--- src/consensus_background_pixel_assert.svh ---
// Assertion helpers for the consensus background pixel block, included by consensus_background_pixel.sv.
`ifndef CONSENSUS_BACKGROUND_PIXEL_ASSERT_SVH
`define CONSENSUS_BACKGROUND_PIXEL_ASSERT_SVH

// Same-cycle implication, sampled on the rising clock edge, off while reset is asserted.
`define CBP_ASSERT_IMP(label, clk, rst_n, ante, cons) \
    label: assert property (@(posedge clk) disable iff (!rst_n) (ante) |-> (cons)) \
        else $error("consensus background pixel check failed");

// Next-cycle implication, sampled on the rising clock edge, off while reset is asserted.
`define CBP_ASSERT_NXT(label, clk, rst_n, ante, cons) \
    label: assert property (@(posedge clk) disable iff (!rst_n) (ante) |=> (cons)) \
        else $error("consensus background pixel check failed");

`endif

--- src/cbp_pkg.sv ---
`timescale 1ns / 1ps
package cbp_pkg;

    localparam int MAX_IMAGES = 64;
    localparam int CHANNELS   = 3;
    localparam int NUM_FIELDS = 3;
    localparam int USED_CH    = (CHANNELS < NUM_FIELDS) ? CHANNELS : NUM_FIELDS;
    localparam int LANES      = 4;
    localparam int LANE_W     = $clog2(LANES);
    localparam int IDX_W      = $clog2(MAX_IMAGES);
    localparam int ROWS       = MAX_IMAGES / LANES;
    localparam int ROW_W      = $clog2(ROWS);
    localparam int CNT_W      = $clog2(MAX_IMAGES + 1);
    localparam int CHAN_W     = 8;
    localparam int SUM_W      = CHAN_W + IDX_W;
    localparam int DIV_W      = 16;
    localparam int THR_W      = 9;
    localparam int LIM_W      = 2 * THR_W;
    localparam int MINI_W     = 7;
    localparam int ATT_W      = 4;
    localparam int LFSR_W     = 16;
    localparam int CFG_IDX_W  = 2;
    localparam int CFG_DATA_W = 16;

    localparam logic [LFSR_W-1:0] LFSR_TAPS = 16'hB400;

    localparam logic [CFG_IDX_W-1:0] CFG_DIST_THRESHOLD = 2'd0;
    localparam logic [CFG_IDX_W-1:0] CFG_MIN_INLIERS    = 2'd1;
    localparam logic [CFG_IDX_W-1:0] CFG_MAX_ATTEMPTS   = 2'd2;
    localparam logic [CFG_IDX_W-1:0] CFG_LFSR_SEED      = 2'd3;

    localparam logic [THR_W-1:0]  RST_DIST_THRESHOLD = 9'd30;
    localparam logic [MINI_W-1:0] RST_MIN_INLIERS    = 7'd3;
    localparam logic [ATT_W-1:0]  RST_MAX_ATTEMPTS   = 4'd10;
    localparam logic [LFSR_W-1:0] RST_LFSR_SEED      = 16'd44257;

    typedef logic [CHAN_W-1:0] chan_t;
    typedef chan_t [NUM_FIELDS-1:0] sample_t;

    typedef enum logic [9:0] {
        ST_LOAD   = 10'b00_0000_0001,
        ST_CHECK  = 10'b00_0000_0010,
        ST_MOD    = 10'b00_0000_0100,
        ST_PLATCH = 10'b00_0000_1000,
        ST_SCAN   = 10'b00_0001_0000,
        ST_EVAL   = 10'b00_0010_0000,
        ST_SUMS   = 10'b00_0100_0000,
        ST_DIVS   = 10'b00_1000_0000,
        ST_DIVW   = 10'b01_0000_0000,
        ST_DONE   = 10'b10_0000_0000
    } state_t;

    // Galois LFSR step, shifting right.
    function automatic logic [LFSR_W-1:0] lfsr_step(input logic [LFSR_W-1:0] v);
        logic [LFSR_W-1:0] s;
        s = v >> 1;
        if (v[0])
        begin
            s = s ^ LFSR_TAPS;
        end
        return s;
    endfunction

endpackage

--- src/cbp_sample_if.sv ---
`timescale 1ns / 1ps
interface cbp_sample_if;
    import cbp_pkg::*;
    logic  valid;
    logic  ready;
    chan_t sample_c0;
    chan_t sample_c1;
    chan_t sample_c2;
    logic  last_sample;

    modport source (output valid, sample_c0, sample_c1, sample_c2, last_sample, input ready);
    modport sink (input valid, sample_c0, sample_c1, sample_c2, last_sample, output ready);
endinterface

--- src/cbp_result_if.sv ---
`timescale 1ns / 1ps
interface cbp_result_if;
    import cbp_pkg::*;
    logic             valid;
    logic             ready;
    chan_t            mean_c0;
    chan_t            mean_c1;
    chan_t            mean_c2;
    logic [CNT_W-1:0] inlier_count;

    modport source (output valid, mean_c0, mean_c1, mean_c2, inlier_count, input ready);
    modport sink (input valid, mean_c0, mean_c1, mean_c2, inlier_count, output ready);
endinterface

--- src/cbp_cfg_if.sv ---
`timescale 1ns / 1ps
interface cbp_cfg_if;
    import cbp_pkg::*;
    logic                  valid;
    logic                  ready;
    logic [CFG_IDX_W-1:0]  index;
    logic [CFG_DATA_W-1:0] data;

    modport source (output valid, index, data, input ready);
    modport sink (input valid, index, data, output ready);
endinterface

--- src/consensus_background_pixel.sv ---
`timescale 1ns / 1ps
// Consensus background pixel. Samples of one pixel position arrive on the sample channel,
// one RGB value per transaction; last_sample closes the set. Up to 64 samples are kept,
// later ones are dropped. Once the set is closed the block runs random picks from a 16-bit
// LFSR and counts, for each pick, the samples that lie within the distance threshold; the
// largest such set is kept. The result channel then carries one transaction with the
// truncated channel means of that set and its size. Registers are written on the config
// channel (index 0 threshold, 1 min inliers, 2 max attempts, 3 LFSR seed); the user must
// write them only while idle, which the block does not enforce. Each attempt runs the
// serial modulo that turns the LFSR into an index, the pick fetch, and one pass over the
// four-lane scan of the sample memory. The mean pass runs the scan and then the 16-step
// serial dividers; short sets cost far more per sample. One set is processed at a time.
// Reset returns the registers to their defaults, loads the LFSR with the default seed and
// empties the set. If the receiver stalls, the result waits in its output register; the
// next set may load and run its search, but its result is held until that one is taken.
module consensus_background_pixel (
    input  logic          clk,
    input  logic          rst_n,
    cbp_sample_if.sink    sample,
    cbp_result_if.source  result,
    cbp_cfg_if.sink       cfg
);
    import cbp_pkg::*;

    state_t state_reg, state_next;

    logic [CNT_W-1:0]   count_reg, count_next;
    logic [CNT_W-1:0]   best_size_reg, best_size_next;
    logic [ATT_W-1:0]   attempt_reg, attempt_next;
    logic [LFSR_W-1:0]  lfsr_reg, lfsr_next;
    logic [THR_W-1:0]   thr_reg;
    logic [MINI_W-1:0]  min_reg;
    logic [ATT_W-1:0]   max_att_reg;
    logic [LIM_W-1:0]   lim_reg;
    logic [CNT_W-1:0]   cur_cnt_reg, cur_cnt_next;
    logic [MAX_IMAGES-1:0] cur_mask_reg, cur_mask_next;
    logic [MAX_IMAGES-1:0] best_mask_reg, best_mask_next;
    logic [ROW_W-1:0]   row_reg, row_next;
    logic [IDX_W-1:0]   pick_idx_reg, pick_idx_next;
    sample_t            pick_reg, pick_next;
    logic [SUM_W-1:0]   sum_reg [NUM_FIELDS];
    logic [SUM_W-1:0]   sum_next [NUM_FIELDS];
    logic               res_valid_reg, res_valid_next;
    chan_t              mean_reg [NUM_FIELDS];
    chan_t              mean_next [NUM_FIELDS];
    logic [CNT_W-1:0]   res_cnt_reg, res_cnt_next;

    // Sample memory: one bank per lane, sample i lives in bank i mod 4, row i / 4.
    logic [ROW_W-1:0]   rd_row;
    logic               store_we;
    sample_t            rdata [LANES];
    logic [LANES-1:0]   lane_hit;
    logic [LANES-1:0]   lane_in;

    logic               in_accept;
    logic               out_accept;
    logic [CNT_W-1:0]   count_m1;
    logic [ROW_W-1:0]   last_row;
    logic               go_attempt;

    // Dividers: lane 0 also serves the modulo that maps the LFSR to an index.
    logic               div_start [NUM_FIELDS];
    logic [DIV_W-1:0]   div_dividend [NUM_FIELDS];
    logic [CNT_W-1:0]   div_divisor [NUM_FIELDS];
    logic               div_done [NUM_FIELDS];
    logic [DIV_W-1:0]   div_quot [NUM_FIELDS];
    logic [CNT_W-1:0]   div_rem [NUM_FIELDS];

    assign in_accept    = sample.valid && sample.ready;
    assign out_accept   = result.valid && result.ready;
    assign sample.ready = (state_reg == ST_LOAD);
    assign cfg.ready    = 1'b1;
    assign store_we     = in_accept && (count_reg < CNT_W'(MAX_IMAGES));
    assign count_m1     = count_reg - 1'b1;
    assign last_row     = count_m1[IDX_W-1:LANE_W];
    assign go_attempt   = (best_size_reg < min_reg) && (attempt_reg < max_att_reg);

    for (genvar l = 0; l < LANES; l++)
    begin : g_lane
        cbp_ram #(
            .WIDTH ($bits(sample_t)),
            .DEPTH (ROWS)
        ) u_bank (
            .clk   (clk),
            .we    (store_we && (count_reg[LANE_W-1:0] == LANE_W'(l))),
            .waddr (count_reg[IDX_W-1:LANE_W]),
            .wdata ({sample.sample_c2, sample.sample_c1, sample.sample_c0}),
            .raddr (rd_row),
            .rdata (rdata[l])
        );

        assign lane_in[l] = {1'b0, row_reg, LANE_W'(l)} < count_reg;

        cbp_lane u_lane (
            .smp      (rdata[l]),
            .pick     (pick_reg),
            .lim      (lim_reg),
            .in_range (lane_in[l]),
            .hit      (lane_hit[l])
        );
    end

    for (genvar c = 0; c < NUM_FIELDS; c++)
    begin : g_div
        if (c == 0)
        begin : g_mod
            assign div_start[c]    = ((state_reg == ST_CHECK) && go_attempt)
                                     || (state_reg == ST_DIVS);
            assign div_dividend[c] = (state_reg == ST_CHECK) ? lfsr_step(lfsr_reg)
                                                             : DIV_W'(sum_reg[c]);
            assign div_divisor[c]  = (state_reg == ST_CHECK) ? count_reg : best_size_reg;
        end
        else
        begin : g_mean
            assign div_start[c]    = (state_reg == ST_DIVS);
            assign div_dividend[c] = DIV_W'(sum_reg[c]);
            assign div_divisor[c]  = best_size_reg;
        end

        cbp_div u_div (
            .clk       (clk),
            .rst_n     (rst_n),
            .start     (div_start[c]),
            .dividend  (div_dividend[c]),
            .divisor   (div_divisor[c]),
            .done      (div_done[c]),
            .quotient  (div_quot[c]),
            .remainder (div_rem[c])
        );
    end

    // Read row for the cycle after: the pick row, then each scan row in turn.
    always_comb
    begin
        unique case (state_reg)
            ST_MOD:  rd_row = div_rem[0][IDX_W-1:LANE_W];
            ST_SCAN: rd_row = row_reg + 1'b1;
            ST_SUMS: rd_row = row_reg + 1'b1;
            default: rd_row = '0;
        endcase
    end

    always_comb
    begin
        logic [CNT_W-1:0] hits;
        logic [SUM_W-1:0] acc;
        state_next     = state_reg;
        count_next     = count_reg;
        best_size_next = best_size_reg;
        attempt_next   = attempt_reg;
        lfsr_next      = lfsr_reg;
        cur_cnt_next   = cur_cnt_reg;
        cur_mask_next  = cur_mask_reg;
        best_mask_next = best_mask_reg;
        row_next       = row_reg;
        pick_idx_next  = pick_idx_reg;
        pick_next      = pick_reg;
        res_valid_next = res_valid_reg;
        res_cnt_next   = res_cnt_reg;
        hits           = '0;
        for (int c = 0; c < NUM_FIELDS; c++)
        begin
            sum_next[c]  = sum_reg[c];
            mean_next[c] = mean_reg[c];
        end

        if (out_accept)
        begin
            res_valid_next = 1'b0;
        end

        unique case (state_reg)
            ST_LOAD:
            begin
                if (in_accept)
                begin
                    if (store_we)
                    begin
                        count_next = count_reg + 1'b1;
                    end
                    if (sample.last_sample)
                    begin
                        state_next = ST_CHECK;
                    end
                end
            end
            ST_CHECK:
            begin
                if (go_attempt)
                begin
                    lfsr_next  = lfsr_step(lfsr_reg);
                    state_next = ST_MOD;
                end
                else
                begin
                    row_next = '0;
                    for (int c = 0; c < NUM_FIELDS; c++)
                    begin
                        sum_next[c] = '0;
                    end
                    state_next = ST_SUMS;
                end
            end
            ST_MOD:
            begin
                if (div_done[0])
                begin
                    pick_idx_next = div_rem[0][IDX_W-1:0];
                    state_next    = ST_PLATCH;
                end
            end
            ST_PLATCH:
            begin
                pick_next    = rdata[pick_idx_reg[LANE_W-1:0]];
                cur_cnt_next = '0;
                row_next     = '0;
                state_next   = ST_SCAN;
            end
            ST_SCAN:
            begin
                for (int l = 0; l < LANES; l++)
                begin
                    cur_mask_next[{row_reg, LANE_W'(l)}] = lane_hit[l];
                    hits = hits + CNT_W'(lane_hit[l]);
                end
                cur_cnt_next = cur_cnt_reg + hits;
                row_next     = row_reg + 1'b1;
                if (row_reg == last_row)
                begin
                    state_next = ST_EVAL;
                end
            end
            ST_EVAL:
            begin
                // Strictly larger wins, so a tie keeps the earlier set.
                if (cur_cnt_reg > best_size_reg)
                begin
                    best_size_next = cur_cnt_reg;
                    best_mask_next = cur_mask_reg;
                end
                attempt_next = attempt_reg + 1'b1;
                state_next   = ST_CHECK;
            end
            ST_SUMS:
            begin
                for (int c = 0; c < USED_CH; c++)
                begin
                    acc = sum_reg[c];
                    for (int l = 0; l < LANES; l++)
                    begin
                        if (lane_in[l] && best_mask_reg[{row_reg, LANE_W'(l)}])
                        begin
                            acc = acc + SUM_W'(rdata[l][c]);
                        end
                    end
                    sum_next[c] = acc;
                end
                row_next = row_reg + 1'b1;
                if (row_reg == last_row)
                begin
                    state_next = ST_DIVS;
                end
            end
            ST_DIVS:
            begin
                state_next = ST_DIVW;
            end
            ST_DIVW:
            begin
                if (div_done[0])
                begin
                    state_next = ST_DONE;
                end
            end
            ST_DONE:
            begin
                if (!res_valid_reg || result.ready)
                begin
                    for (int c = 0; c < NUM_FIELDS; c++)
                    begin
                        mean_next[c] = (best_size_reg == '0 || c >= USED_CH)
                                       ? '0 : div_quot[c][CHAN_W-1:0];
                    end
                    res_cnt_next   = best_size_reg;
                    res_valid_next = 1'b1;
                    count_next     = '0;
                    best_size_next = '0;
                    attempt_next   = '0;
                    best_mask_next = '0;
                    state_next     = ST_LOAD;
                end
            end
            default:
            begin
                state_next = ST_LOAD;
            end
        endcase

        // A seed write loads the generator at once; the user must write only while idle, the block does not enforce it.
        if (cfg.valid && cfg.ready && (cfg.index == CFG_LFSR_SEED))
        begin
            lfsr_next = cfg.data[LFSR_W-1:0];
        end
    end

    always_ff @(posedge clk or negedge rst_n)
    begin
        if (!rst_n)
        begin
            state_reg     <= ST_LOAD;
            count_reg     <= '0;
            best_size_reg <= '0;
            attempt_reg   <= '0;
            lfsr_reg      <= RST_LFSR_SEED;
            best_mask_reg <= '0;
            res_valid_reg <= 1'b0;
            thr_reg       <= RST_DIST_THRESHOLD;
            min_reg       <= RST_MIN_INLIERS;
            max_att_reg   <= RST_MAX_ATTEMPTS;
        end
        else
        begin
            state_reg     <= state_next;
            count_reg     <= count_next;
            best_size_reg <= best_size_next;
            attempt_reg   <= attempt_next;
            lfsr_reg      <= lfsr_next;
            best_mask_reg <= best_mask_next;
            res_valid_reg <= res_valid_next;
            if (cfg.valid && cfg.ready)
            begin
                unique case (cfg.index)
                    CFG_DIST_THRESHOLD: thr_reg     <= cfg.data[THR_W-1:0];
                    CFG_MIN_INLIERS:    min_reg     <= cfg.data[MINI_W-1:0];
                    CFG_MAX_ATTEMPTS:   max_att_reg <= cfg.data[ATT_W-1:0];
                    CFG_LFSR_SEED:      ;
                    default:            ;
                endcase
            end
        end
    end

    // Payload registers. The squared limit is refreshed every cycle from the threshold.
    always_ff @(posedge clk)
    begin
        lim_reg      <= thr_reg * thr_reg;
        cur_cnt_reg  <= cur_cnt_next;
        cur_mask_reg <= cur_mask_next;
        row_reg      <= row_next;
        pick_idx_reg <= pick_idx_next;
        pick_reg     <= pick_next;
        res_cnt_reg  <= res_cnt_next;
        for (int c = 0; c < NUM_FIELDS; c++)
        begin
            sum_reg[c]  <= sum_next[c];
            mean_reg[c] <= mean_next[c];
        end
    end

    assign result.valid        = res_valid_reg;
    assign result.mean_c0      = mean_reg[0];
    assign result.mean_c1      = mean_reg[1];
    assign result.mean_c2      = mean_reg[2];
    assign result.inlier_count = res_cnt_reg;

`include "consensus_background_pixel_assert.svh"

    `CBP_ASSERT_IMP(a_count_bound, clk, rst_n, 1'b1, count_reg <= CNT_W'(MAX_IMAGES))
    `CBP_ASSERT_IMP(a_best_le_count, clk, rst_n, 1'b1, best_size_reg <= count_reg)
    `CBP_ASSERT_IMP(a_att_bound, clk, rst_n, state_reg != ST_LOAD, attempt_reg <= max_att_reg)
    `CBP_ASSERT_NXT(a_best_update, clk, rst_n,
        (state_reg == ST_EVAL) && (cur_cnt_reg > best_size_reg),
        best_size_reg == $past(cur_cnt_reg))

endmodule

--- src/cbp_ram.sv ---
`timescale 1ns / 1ps
module cbp_ram #(
    parameter int WIDTH = 24,
    parameter int DEPTH = 16
) (
    input  logic                     clk,
    input  logic                     we,
    input  logic [$clog2(DEPTH)-1:0] waddr,
    input  logic [WIDTH-1:0]         wdata,
    input  logic [$clog2(DEPTH)-1:0] raddr,
    output logic [WIDTH-1:0]         rdata
);
    logic [WIDTH-1:0] mem [DEPTH];

    always_ff @(posedge clk)
    begin
        if (we)
        begin
            mem[waddr] <= wdata;
        end
        rdata <= mem[raddr];
    end
endmodule

--- src/cbp_lane.sv ---
`timescale 1ns / 1ps
module cbp_lane (
    input  cbp_pkg::sample_t          smp,
    input  cbp_pkg::sample_t          pick,
    input  logic [cbp_pkg::LIM_W-1:0] lim,
    input  logic                      in_range,
    output logic                      hit
);
    import cbp_pkg::*;

    logic [LIM_W-1:0] sq_sum;

    // Squared distance over the channels in use; the absolute difference keeps it unsigned.
    always_comb
    begin
        chan_t               ad;
        logic [2*CHAN_W-1:0] sq;
        sq_sum = '0;
        for (int c = 0; c < USED_CH; c++)
        begin
            ad     = (smp[c] >= pick[c]) ? chan_t'(smp[c] - pick[c]) : chan_t'(pick[c] - smp[c]);
            sq     = ad * ad;
            sq_sum = sq_sum + LIM_W'(sq);
        end
    end

    assign hit = in_range && (sq_sum < lim);
endmodule

--- src/cbp_div.sv ---
`timescale 1ns / 1ps
module cbp_div (
    input  logic                      clk,
    input  logic                      rst_n,
    input  logic                      start,
    input  logic [cbp_pkg::DIV_W-1:0] dividend,
    input  logic [cbp_pkg::CNT_W-1:0] divisor,
    output logic                      done,
    output logic [cbp_pkg::DIV_W-1:0] quotient,
    output logic [cbp_pkg::CNT_W-1:0] remainder
);
    import cbp_pkg::*;

    localparam int STEP_W = $clog2(DIV_W + 1);

    logic [DIV_W-1:0]  q_reg, q_next;
    logic [CNT_W:0]    r_reg, r_next;
    logic [CNT_W-1:0]  d_reg, d_next;
    logic [STEP_W-1:0] step_reg, step_next;
    logic              busy_reg, busy_next;
    logic              done_reg, done_next;
    logic [CNT_W:0]    trial;

    // One restoring step a cycle: bring in the next dividend bit, subtract if it fits.
    assign trial = {r_reg[CNT_W-1:0], q_reg[DIV_W-1]};

    always_comb
    begin
        q_next    = q_reg;
        r_next    = r_reg;
        d_next    = d_reg;
        step_next = step_reg;
        busy_next = busy_reg;
        done_next = 1'b0;
        if (start)
        begin
            q_next    = dividend;
            r_next    = '0;
            d_next    = divisor;
            step_next = STEP_W'(DIV_W);
            busy_next = 1'b1;
        end
        else if (busy_reg)
        begin
            if (trial >= {1'b0, d_reg})
            begin
                r_next = trial - {1'b0, d_reg};
                q_next = {q_reg[DIV_W-2:0], 1'b1};
            end
            else
            begin
                r_next = trial;
                q_next = {q_reg[DIV_W-2:0], 1'b0};
            end
            step_next = step_reg - 1'b1;
            if (step_reg == STEP_W'(1))
            begin
                busy_next = 1'b0;
                done_next = 1'b1;
            end
        end
    end

    always_ff @(posedge clk or negedge rst_n)
    begin
        if (!rst_n)
        begin
            step_reg <= '0;
            busy_reg <= 1'b0;
            done_reg <= 1'b0;
        end
        else
        begin
            step_reg <= step_next;
            busy_reg <= busy_next;
            done_reg <= done_next;
        end
    end

    always_ff @(posedge clk)
    begin
        q_reg <= q_next;
        r_reg <= r_next;
        d_reg <= d_next;
    end

    assign done      = done_reg;
    assign quotient  = q_reg;
    assign remainder = r_reg[CNT_W-1:0];
endmodule
--- src/flat_wrapper.sv ---
// flat-port wrapper written by rule: the top's interface ports become plain ports
module consensus_background_pixel_flat import cbp_pkg::*;
  (clk, rst_n, sample_valid, sample_sample_c0, sample_sample_c1, sample_sample_c2, sample_last_sample, sample_ready, result_valid, result_mean_c0, result_mean_c1, result_mean_c2, result_inlier_count, result_ready, cfg_valid, cfg_index, cfg_data, cfg_ready);
  cbp_sample_if sample_i ();
  cbp_result_if result_i ();
  cbp_cfg_if cfg_i ();
  input  logic clk;
  input  logic rst_n;
  input wire logic [$bits(sample_i.valid)-1:0] sample_valid;
  input wire logic [$bits(sample_i.sample_c0)-1:0] sample_sample_c0;
  input wire logic [$bits(sample_i.sample_c1)-1:0] sample_sample_c1;
  input wire logic [$bits(sample_i.sample_c2)-1:0] sample_sample_c2;
  input wire logic [$bits(sample_i.last_sample)-1:0] sample_last_sample;
  output wire logic [$bits(sample_i.ready)-1:0] sample_ready;
  output wire logic [$bits(result_i.valid)-1:0] result_valid;
  output wire logic [$bits(result_i.mean_c0)-1:0] result_mean_c0;
  output wire logic [$bits(result_i.mean_c1)-1:0] result_mean_c1;
  output wire logic [$bits(result_i.mean_c2)-1:0] result_mean_c2;
  output wire logic [$bits(result_i.inlier_count)-1:0] result_inlier_count;
  input wire logic [$bits(result_i.ready)-1:0] result_ready;
  input wire logic [$bits(cfg_i.valid)-1:0] cfg_valid;
  input wire logic [$bits(cfg_i.index)-1:0] cfg_index;
  input wire logic [$bits(cfg_i.data)-1:0] cfg_data;
  output wire logic [$bits(cfg_i.ready)-1:0] cfg_ready;
  assign sample_i.valid = sample_valid;
  assign sample_i.sample_c0 = sample_sample_c0;
  assign sample_i.sample_c1 = sample_sample_c1;
  assign sample_i.sample_c2 = sample_sample_c2;
  assign sample_i.last_sample = sample_last_sample;
  assign sample_ready = sample_i.ready;
  assign result_valid = result_i.valid;
  assign result_mean_c0 = result_i.mean_c0;
  assign result_mean_c1 = result_i.mean_c1;
  assign result_mean_c2 = result_i.mean_c2;
  assign result_inlier_count = result_i.inlier_count;
  assign result_i.ready = result_ready;
  assign cfg_i.valid = cfg_valid;
  assign cfg_i.index = cfg_index;
  assign cfg_i.data = cfg_data;
  assign cfg_ready = cfg_i.ready;
  consensus_background_pixel u_core (.clk(clk), .rst_n(rst_n), .sample(sample_i), .result(result_i), .cfg(cfg_i));
endmodule
--- config.mk ---
export PLATFORM = sky130hd
export DESIGN_NAME = consensus_background_pixel_flat
export DESIGN_NICKNAME = d
export VERILOG_FILES = /design/src/cbp_pkg.sv /design/src/cbp_sample_if.sv /design/src/cbp_result_if.sv /design/src/cbp_cfg_if.sv /design/src/consensus_background_pixel.sv /design/src/cbp_ram.sv /design/src/cbp_lane.sv /design/src/cbp_div.sv /design/src/flat_wrapper.sv
export VERILOG_INCLUDE_DIRS = /design/src /design/src/src
export SDC_FILE = /design/constraint.sdc
export NUM_CORES = 2
export LEC_CHECK = 0
export BUFFER_PORTS_ARGS = -buffer_cell sky130_fd_sc_hd__clkbuf_2
export CAP_MARGIN = 20
export CORE_MARGIN = 1
export CORE_UTILIZATION = 45
export CTS_CLUSTER_DIAMETER = 30
export DETAILED_ROUTE_END_ITERATION = 10
export PLACE_DENSITY = 0.72
export SETUP_SLACK_MARGIN = 0.1
export SKIP_CTS_REPAIR_TIMING = 1
export SLEW_MARGIN = 15
export SYNTH_ARGS = -nofsm -noshare
export SYNTH_HDL_FRONTEND = slang
export SYNTH_SLANG_ARGS = --single-unit
--- constraint.sdc ---
create_clock -name clk -period 14.9 [get_ports clk]
set_input_delay 3.725 -clock clk [delete_from_list [all_inputs] [get_ports clk]]
set_output_delay 3.725 -clock clk [all_outputs]
set_load 0.01 [all_outputs]
# ---- After elaboration in Yosys (flattened, before gate mapping)
# Memories as Yosys holds them, arrays and structs flattened. A register that Yosys moved wholly into a read port is not among the register bits.
# Index checks and enable logic that the tools add are counted.
dict set report classes {
  n_addsub 58
  mul 13
  div_mod_pow 0
  n_lt_le_gt_ge 36
  eq_ne 30
  shift 0
  muxes 134
  n_bitwise 2
  reduce_logical 49
}
# op n
set op_table {}
lappend op_table {{14-bit 2-to-1 mux} 25}
lappend op_table {{64-bit bitwise mux} 4}
lappend op_table {{8-bit by 8-bit multiplier with 16-bit output} 12}
lappend op_table {{8-bit subtractor} 24}
lappend op_table {{14-bit by 8-bit adder with 14-bit output} 12}
lappend op_table {{64-bit 2-to-1 mux} 2}
lappend op_table {{64-bit case mux with 2 select lines} 1}
lappend op_table {{8-bit 2-to-1 mux} 15}
lappend op_table {{16-bit 2-to-1 mux} 7}
lappend op_table {{10-bit case mux with 10 select lines} 1}
lappend op_table {{8-bit >= comparator} 12}
lappend op_table {{24-bit 2-to-1 mux} 4}
lappend op_table {{42-bit case mux with 2 select lines} 1}
lappend op_table {{17-bit by 16-bit adder with 18-bit output} 4}
lappend op_table {{18-bit < comparator} 4}
lappend op_table {{10-bit 2-to-1 mux} 7}
lappend op_table {{16-bit by 16-bit adder with 17-bit output} 4}
lappend op_table {{7-bit 2-to-1 mux} 9}
lappend op_table {{24-bit binary-select mux with 2-bit select} 1}
lappend op_table {{42-bit 2-to-1 mux} 1}
lappend op_table {{7-bit case mux with 2 select lines} 3}
lappend op_table {{1-bit 2-to-1 mux} 34}
lappend op_table {{5-bit 2-to-1 mux} 6}
lappend op_table {{6-bit by 7-bit < comparator with 1-bit output} 4}
lappend op_table {{other kinds (52)} 125}
dict set report word_totals {
  reg_bits 357
  latch_bits 0
  ramBits 1602
  rom_bits 0
  input_bits 48
  out_inout_bits 34
  word_cells 364
  mem_count 6
}
# memory words word_bits read_ports rd_ports_with_merged_regs wr line
set memory_table {}
lappend memory_table {{u_core.g_lane[0].u_bank.mem} 16 24 1 1 1 cbp_ram.sv:13} ;# logic [WIDTH-1:0] mem [DEPTH];
lappend memory_table {{u_core.g_lane[1].u_bank.mem} 16 24 1 1 1 cbp_ram.sv:13}
lappend memory_table {{u_core.g_lane[2].u_bank.mem} 16 24 1 1 1 cbp_ram.sv:13}
lappend memory_table {{u_core.g_lane[3].u_bank.mem} 16 24 1 1 1 cbp_ram.sv:13}
lappend memory_table {u_core.sum_reg 3 14 3 0 3 consensus_background_pixel.sv:41} ;# logic [SUM_W-1:0] sum_reg [NUM_FIELDS];
lappend memory_table {u_core.mean_reg 3 8 3 0 3 consensus_background_pixel.sv:44} ;# chan_t mean_reg [NUM_FIELDS];

# ---- Logic depth before layout (Yosys ltp)
dict set report depth {
  depth_word 14
  depth_mapped 58
  mapped_depth_nobuf 55
}

# ---- Hierarchy
# From an unflattened synthesis, not the netlist that was laid out.
dict set report hier_totals {
  hier_cells 9025
  hier_area_um2 119823.7
}
# module instances cells_each area_each_um2 seq_area_each_um2
set modules_own_cells {}
lappend modules_own_cells {cbp_ram 4 636 14930.6 12011.5}
lappend modules_own_cells {consensus_background_pixel 1 2235 22370.2 8814.7}
lappend modules_own_cells {{cbp_lane at u_core.g_lane[1].u_lane} 1 939 7997.7 0.0}
lappend modules_own_cells {{cbp_lane at u_core.g_lane[2].u_lane} 1 930 7913.8 0.0}
lappend modules_own_cells {{cbp_lane at u_core.g_lane[3].u_lane} 1 935 7912.6 0.0}
lappend modules_own_cells {{cbp_lane at u_core.g_lane[0].u_lane} 1 917 7781.2 0.0}
lappend modules_own_cells {cbp_div 3 175 2042.0 1006.0}

# ---- Least setup slack after synthesis
# OpenSTA, ideal clock, no wires.
dict set report synth_path {
  path_kind {flip-flop to flip-flop}
  startpoint {reg u_core.pick_reg[17] in the netlist's numbering}
  endpoint {reg u_core.cur_cnt_reg[6], data pin}
  setup_time_ns 0.264
  arrival_time_ns 12.343
  required_time_ns 14.636
  path_slack_ns 2.293
  stages_incl_launch_ff 47
  path_buffers 0
  period_less_slack_ns 12.607
  cell_sequence {edfxtp_1 -> inv_1 -> fa_1 -> a21oi_1 -> o211ai_1 -> a21oi_1 -> o21ai_0 -> a21o_1 -> a21oi_1 -> mux2_2 -> o21bai_1 -> a21o_1 -> xnor2_1 -> nand2_1 -> fa_1 -> fa_1 -> fa_1 -> inv_1 -> [... 11 more ...] -> a21oi_1 -> o21bai_1 -> a21oi_1 -> o21ai_0 -> and4_1 -> nor4_1 -> ha_1 -> a211o_1 -> a31oi_1 -> ha_1 -> fa_1 -> ha_1 -> inv_1 -> fa_1 -> nor2b_1 -> o2111ai_1 -> xor2_1 -> nor2_1}
}
dict set report synth_between {
  elab_chain_len 11
  word_cells_on_any_way 37
  classes_between {16 x add/sub; 4 x mul; 8 x order compare; 5 x mux; 4 x reduce/logical}
}
# item line
set synth_rtl {}
lappend synth_rtl {{start: declaration} consensus_background_pixel.sv:40} ;# sample_t pick_reg, pick_next;
lappend synth_rtl {{start signal: assignment} consensus_background_pixel.sv:351} ;# pick_reg <= pick_next;
lappend synth_rtl {{8-bit subtractor / 8-bit >= comparator (equally long branches)} cbp_lane.sv:21} ;# ad = (smp[c] >= pick[c]) ? chan_t'(smp[c] - pick[c]) : chan_t'(pick[c] - smp[c]);
lappend synth_rtl {{8-bit 2-to-1 mux (*)} cbp_lane.sv:21}
lappend synth_rtl {{8-bit by 8-bit multiplier with 16-bit output (*)} cbp_lane.sv:22} ;# sq = ad * ad;
lappend synth_rtl {{17-bit by 16-bit adder with 18-bit output (*)} cbp_lane.sv:23} ;# sq_sum = sq_sum + LIM_W'(sq);
lappend synth_rtl {{18-bit < comparator (*)} cbp_lane.sv:27} ;# assign hit = in_range && (sq_sum < lim);
lappend synth_rtl {{1-bit logical AND (*)} cbp_lane.sv:27}
lappend synth_rtl {{named net u_core.g_lane[1].u_lane.hit} cbp_lane.sv:7} ;# output logic hit
lappend synth_rtl {{1-bit by 1-bit adder with 2-bit output (*)} consensus_background_pixel.sv:224} ;# hits = hits + CNT_W'(lane_hit[l]);
lappend synth_rtl {{7-bit by 1-bit adder with 7-bit output (*) (2 in series)} consensus_background_pixel.sv:224}
lappend synth_rtl {{7-bit adder (*)} consensus_background_pixel.sv:226} ;# cur_cnt_next = cur_cnt_reg + hits;
lappend synth_rtl {{7-bit case mux with 2 select lines (*)} consensus_background_pixel.sv:172} ;# unique case (state_reg)
lappend synth_rtl {{end signal: assignment} consensus_background_pixel.sv:347} ;# cur_cnt_reg <= cur_cnt_next;
lappend synth_rtl {{end: declaration} consensus_background_pixel.sv:35} ;# logic [CNT_W-1:0] cur_cnt_reg, cur_cnt_next;
# The timed path passes the listed nets; every way through them passes the cells marked *.
# A chain may end at the register's enable or synchronous reset.

# ---- Worst setup path in the final report
dict set report layout_path {
  startpoint {reg u_core.pick_reg[9] in the netlist's numbering}
  endpoint {reg u_core.cur_cnt_reg[6], data pin}
}
dict set report layout_between {
  elab_chain_len 12
  word_cells_on_any_way 41
  classes_between {20 x add/sub; 4 x mul; 8 x order compare; 5 x mux; 4 x reduce/logical}
}
# item line
set layout_rtl {}
lappend layout_rtl {{8-bit subtractor / 8-bit >= comparator (equally long branches)} cbp_lane.sv:21}
lappend layout_rtl {{8-bit 2-to-1 mux (*)} cbp_lane.sv:21}
lappend layout_rtl {{8-bit by 8-bit multiplier with 16-bit output (*)} cbp_lane.sv:22}
lappend layout_rtl {{16-bit by 16-bit adder with 17-bit output (*)} cbp_lane.sv:23}
lappend layout_rtl {{17-bit by 16-bit adder with 18-bit output (*)} cbp_lane.sv:23}
lappend layout_rtl {{18-bit < comparator (*)} cbp_lane.sv:27}
lappend layout_rtl {{1-bit logical AND (*)} cbp_lane.sv:27}
lappend layout_rtl {{named net u_core.g_lane[1].u_lane.hit} cbp_lane.sv:7}
lappend layout_rtl {{1-bit by 1-bit adder with 2-bit output (*)} consensus_background_pixel.sv:224}
lappend layout_rtl {{7-bit by 1-bit adder with 7-bit output (*) (2 in series)} consensus_background_pixel.sv:224}
lappend layout_rtl {{7-bit adder (*)} consensus_background_pixel.sv:226}
lappend layout_rtl {{7-bit case mux with 2 select lines (*)} consensus_background_pixel.sv:172}
# Marked as above.

==> results.rst <==
.. list-table::
   :header-rows: 1

   * - Metric
     - Value
   * - Run status
     - finished, final reports clean
   * - Dominant cell type by count on the critical path
     - fa_1
   * - Leading post-synthesis cells by cell area
     - edfxtp_1 44%, fa_1 10%, ha_1 7.9%
   * - Period Utilization, post-route
     - 93.13%
   * - Number of sinks handled by clock tree synthesis
     - 2054
   * - Stage delay of the slowest cell on the critical path
     - 0.66 ns
   * - Number of cells in the design after placement
     - 14150
   * - Cell depth of the worst min-delay path
     - 2
   * - Largest reg by FF count
     - u_core.g_lane.u_bank.mem
   * - Routed wirelength normalized by instance count
     - 22.83 um
   * - Buffers & Inverters on Critical Path
     - 6
   * - Worst reg-to-reg path cell count
     - 47
   * - Source of the worst register-to-register timing path
     - u_core.pick_reg[9]$_DFFE_PP_
   * - Initial cell density of the core
     - 45.38%
   * - Number of CTS-inserted buffers
     - 363
   * - Number of antenna violations at the first check in global routing
     - 30
   * - Post-synthesis to final-layout area growth
     - 14.60%
   * - Time the worst path needs with I/O delays and setup
     - 13.88 ns
   * - Global-route wire length before repair
     - 508800 um
   * - Post-Place Setup Slack
     - 1.138 ns
   * - Finished Cell Area
     - 136900 sq um
   * - Remaining antenna violation count after routing
     - 0
   * - Global route overflow
     - 0
   * - Half-perimeter wire length of the detailed placement result
     - 225500 um
   * - Total GRT Usage
     - 25.04%
   * - Clk_skew
     - 0.1039 ns
   * - Dominant delay contributor by cell family on the critical path
     - adder cells
   * - Number of detailed-route iterations in the first pass
     - 7
   * - Reg2Reg Setup Slack
     - 1.02 ns
   * - DRC viols
     - 0
   * - Post-synthesis sequential area ratio
     - 49.87%
   * - First DRT Iteration DRCs
     - 8635
   * - Syn Inst Count
     - 10830
   * - Data arrival time of the critical path
     - 14.42 ns
   * - Final-report hold violation count
     - 0
   * - Hold Path Class
     - reg -> reg
   * - Register bit count reported by yosys
     - 2054
   * - Number of cells in the finished layout apart from fillers
     - 14830
   * - Leading area contributor after synthesis
     - edfxtp_1
   * - Die ar.
     - 267500 sq um
   * - Wirelength, routed
     - 338500 um
   * - Cell area after synthesis
     - 119500 sq um
   * - Total cell area at the placement stage
     - 124400 sq um
   * - Hold worst-path end
     - u_core.best_mask_reg[14]$_DFFE_PN0P_
   * - Worst setup path category
     - reg -> reg
   * - PortBufs
     - 80
   * - Biggest registers after layout
     - u_core.g_lane.u_bank.mem: 1536 flops, u_core.g_lane.u_bank.rdata: 96 flops
   * - Setup repair after global routing missed its margin
     - false
   * - # H-tree levels
     - 5
   * - Sort of element at the start of the critical path
     - flop
   * - Transition time of the tightest slew-check pin
     - 1.095 ns
   * - Async set-reset flop share out of synthesis
     - 7.205%
   * - Avg Inst Size Synth
     - 11.03 sq um
   * - Clock latency reported for the late side of the worst-skew pair
     - 0.91 ns
   * - Highest achievable clock rate
     - 72.07 MHz
   * - Max-Slew Margin vs Limit
     - 26.47%
   * - Vias in the first global route
     - 85780
   * - Setup TNS Final
     - 0 ns
   * - Maximum net fanout on the critical path
     - 9
   * - Clk buf depth
     - 4
   * - Warnings, synthesis
     - 0
   * - Start point of the critical path
     - u_core.pick_reg[9]$_DFFE_PP_
   * - Post-layout net count
     - 12410
   * - Fraction of layout cells with a size suffix above 1
     - 10.24%
   * - Io pins
     - 82
   * - Vias per std cell
     - 5.736
   * - Final setup violation count
     - 0
   * - Maximum number of pins on one net before global-route repair
     - 162
   * - Max-capacitance violation count
     - 0
   * - Top-area cell type share of the netlist area
     - 44.44%
   * - Syn Nets
     - 12240
   * - Top FF cell, synth
     - edfxtp_1
   * - Number of enable-type register cells in the synthesized netlist
     - 1768
   * - Launch instance of the worst min-delay path
     - u_core.cur_mask_reg[14]$_DFFE_PP_
   * - Distinct cells, synth
     - 108
   * - Row cnt
     - 188
   * - Endpoint of the most critical register-to-register path
     - u_core.cur_cnt_reg[6]$_SDFFCE_PN0N_
   * - Clock tree root driver cell
     - clkbuf_16
   * - Die Height
     - 517.2 um
   * - Final setup margin
     - 1.024 ns
   * - Routed via count
     - 85070
   * - Count of pins over their slew limit
     - 0
   * - Slowest cell on crit path
     - xor2_1
   * - Die boundary width
     - 517.2 um
   * - Sort of element at the end of the critical path
     - flop
   * - Clock-pin slew on the worst setup and hold paths
     - 0.05 ns
   * - Final weighted congestion in routability-driven placement
     - 0.9629
   * - Largest register FFs
     - 1536
   * - Clock tree from TritonCTS
     - built
   * - Core Footprint
     - 263200 sq um
   * - CP required
     - 15.45 ns
worst max path at each step:
| stage | cells past startpoint | to |
|---|---|---|
| final | 47 | u_core.cur_cnt_reg[6]$_SDFFCE_PN0N_ |
| after global routing | 47 | u_core.cur_cnt_reg[6]$_SDFFCE_PN0N_ |
| after CTS | 47 | u_core.cur_cnt_reg[6]$_SDFFCE_PN0N_ |
| after detailed placement | 45 | u_core.cur_cnt_reg[6]$_SDFFCE_PN0N_ |
| after global placement | 45 | u_core.cur_cnt_reg[4]$_SDFFCE_PN0N_ |
| after floorplan | 46 | u_core.cur_cnt_reg[6]$_SDFFCE_PN0N_ |
synth_stat cells, drive strengths merged, types with 187 or more instances:
master     n
and3     214
fa       603
ha       752
o21ai    280
nand3    495
edfxtp  1768
nand2   1892
clkbuf   429
xnor2    187
nor2     594
inv     1225
a21oi    387
a311oi   293
cells by family after synthesis:
logic type / Yosys count / share of synthesized area (%)
buffers and inverters: 1700 / 5.374
other: 1 / 0.003139
AND/OR/NAND/NOR: 3677 / 13.62
flip-flops: 2054 / 49.87
multiplexers: 223 / 2.380
adder cells (fa/ha/maj): 1355 / 17.98
XOR/XNOR: 279 / 2.057
AO/OA/AOI/OAI: 1545 / 8.707
tightest hold or removal path, cell delays in order, from the launching register on:
cell and delay, ns:
edfxtp_1 0.32, nand3_1 0.06, o21ai_0 0.06
routing by layer:
| metal | wire length, um | track usage [%] |
|---|---|---|
| met5 | 158 | 0 |
| met1 | 133900 | 32.63 |
| met2 | 159500 | 40.97 |
| met3 | 30070 | 4.406 |
| met4 | 14910 | 10.95 |
cell type report:
type	count	area (sq um)
tap	3515	4398
antenna	7	17.52
clock inverter	245	2851
multi-input combinational	7080	53880
inverter	1227	4606
clock buffer	424	9559
timing repair buffer	278	2001
fill	22000	126300
sequential	2054	59580
per-stage QoR:
stage	hold slack, ns	utilization [%]
floorplan	0.4415	-
global placement	0.4497	47.28
detailed placement	0.4563	47.28
CTS	0.4489	51.99
global route	0.4818	52.00
finish	0.4468	52.01
cell usage in the layout, fill, tap and decap left out, drive strengths merged, types with 131 or more instances in the layout:
master	instances
nand2	1892
edfxtp	1768
inv	1258
ha	752
fa	603
nor2	594
clkbuf	503
nand3	495
a21oi	387
a311oi	293
o21ai	280
and3	214
buf	199
xnor2	187
dfxtp	138
dfrtp	131
Power is left out: the tool's default activity adds up to more than one toggle a clock period on the data nets, which glitch-free logic cannot reach.
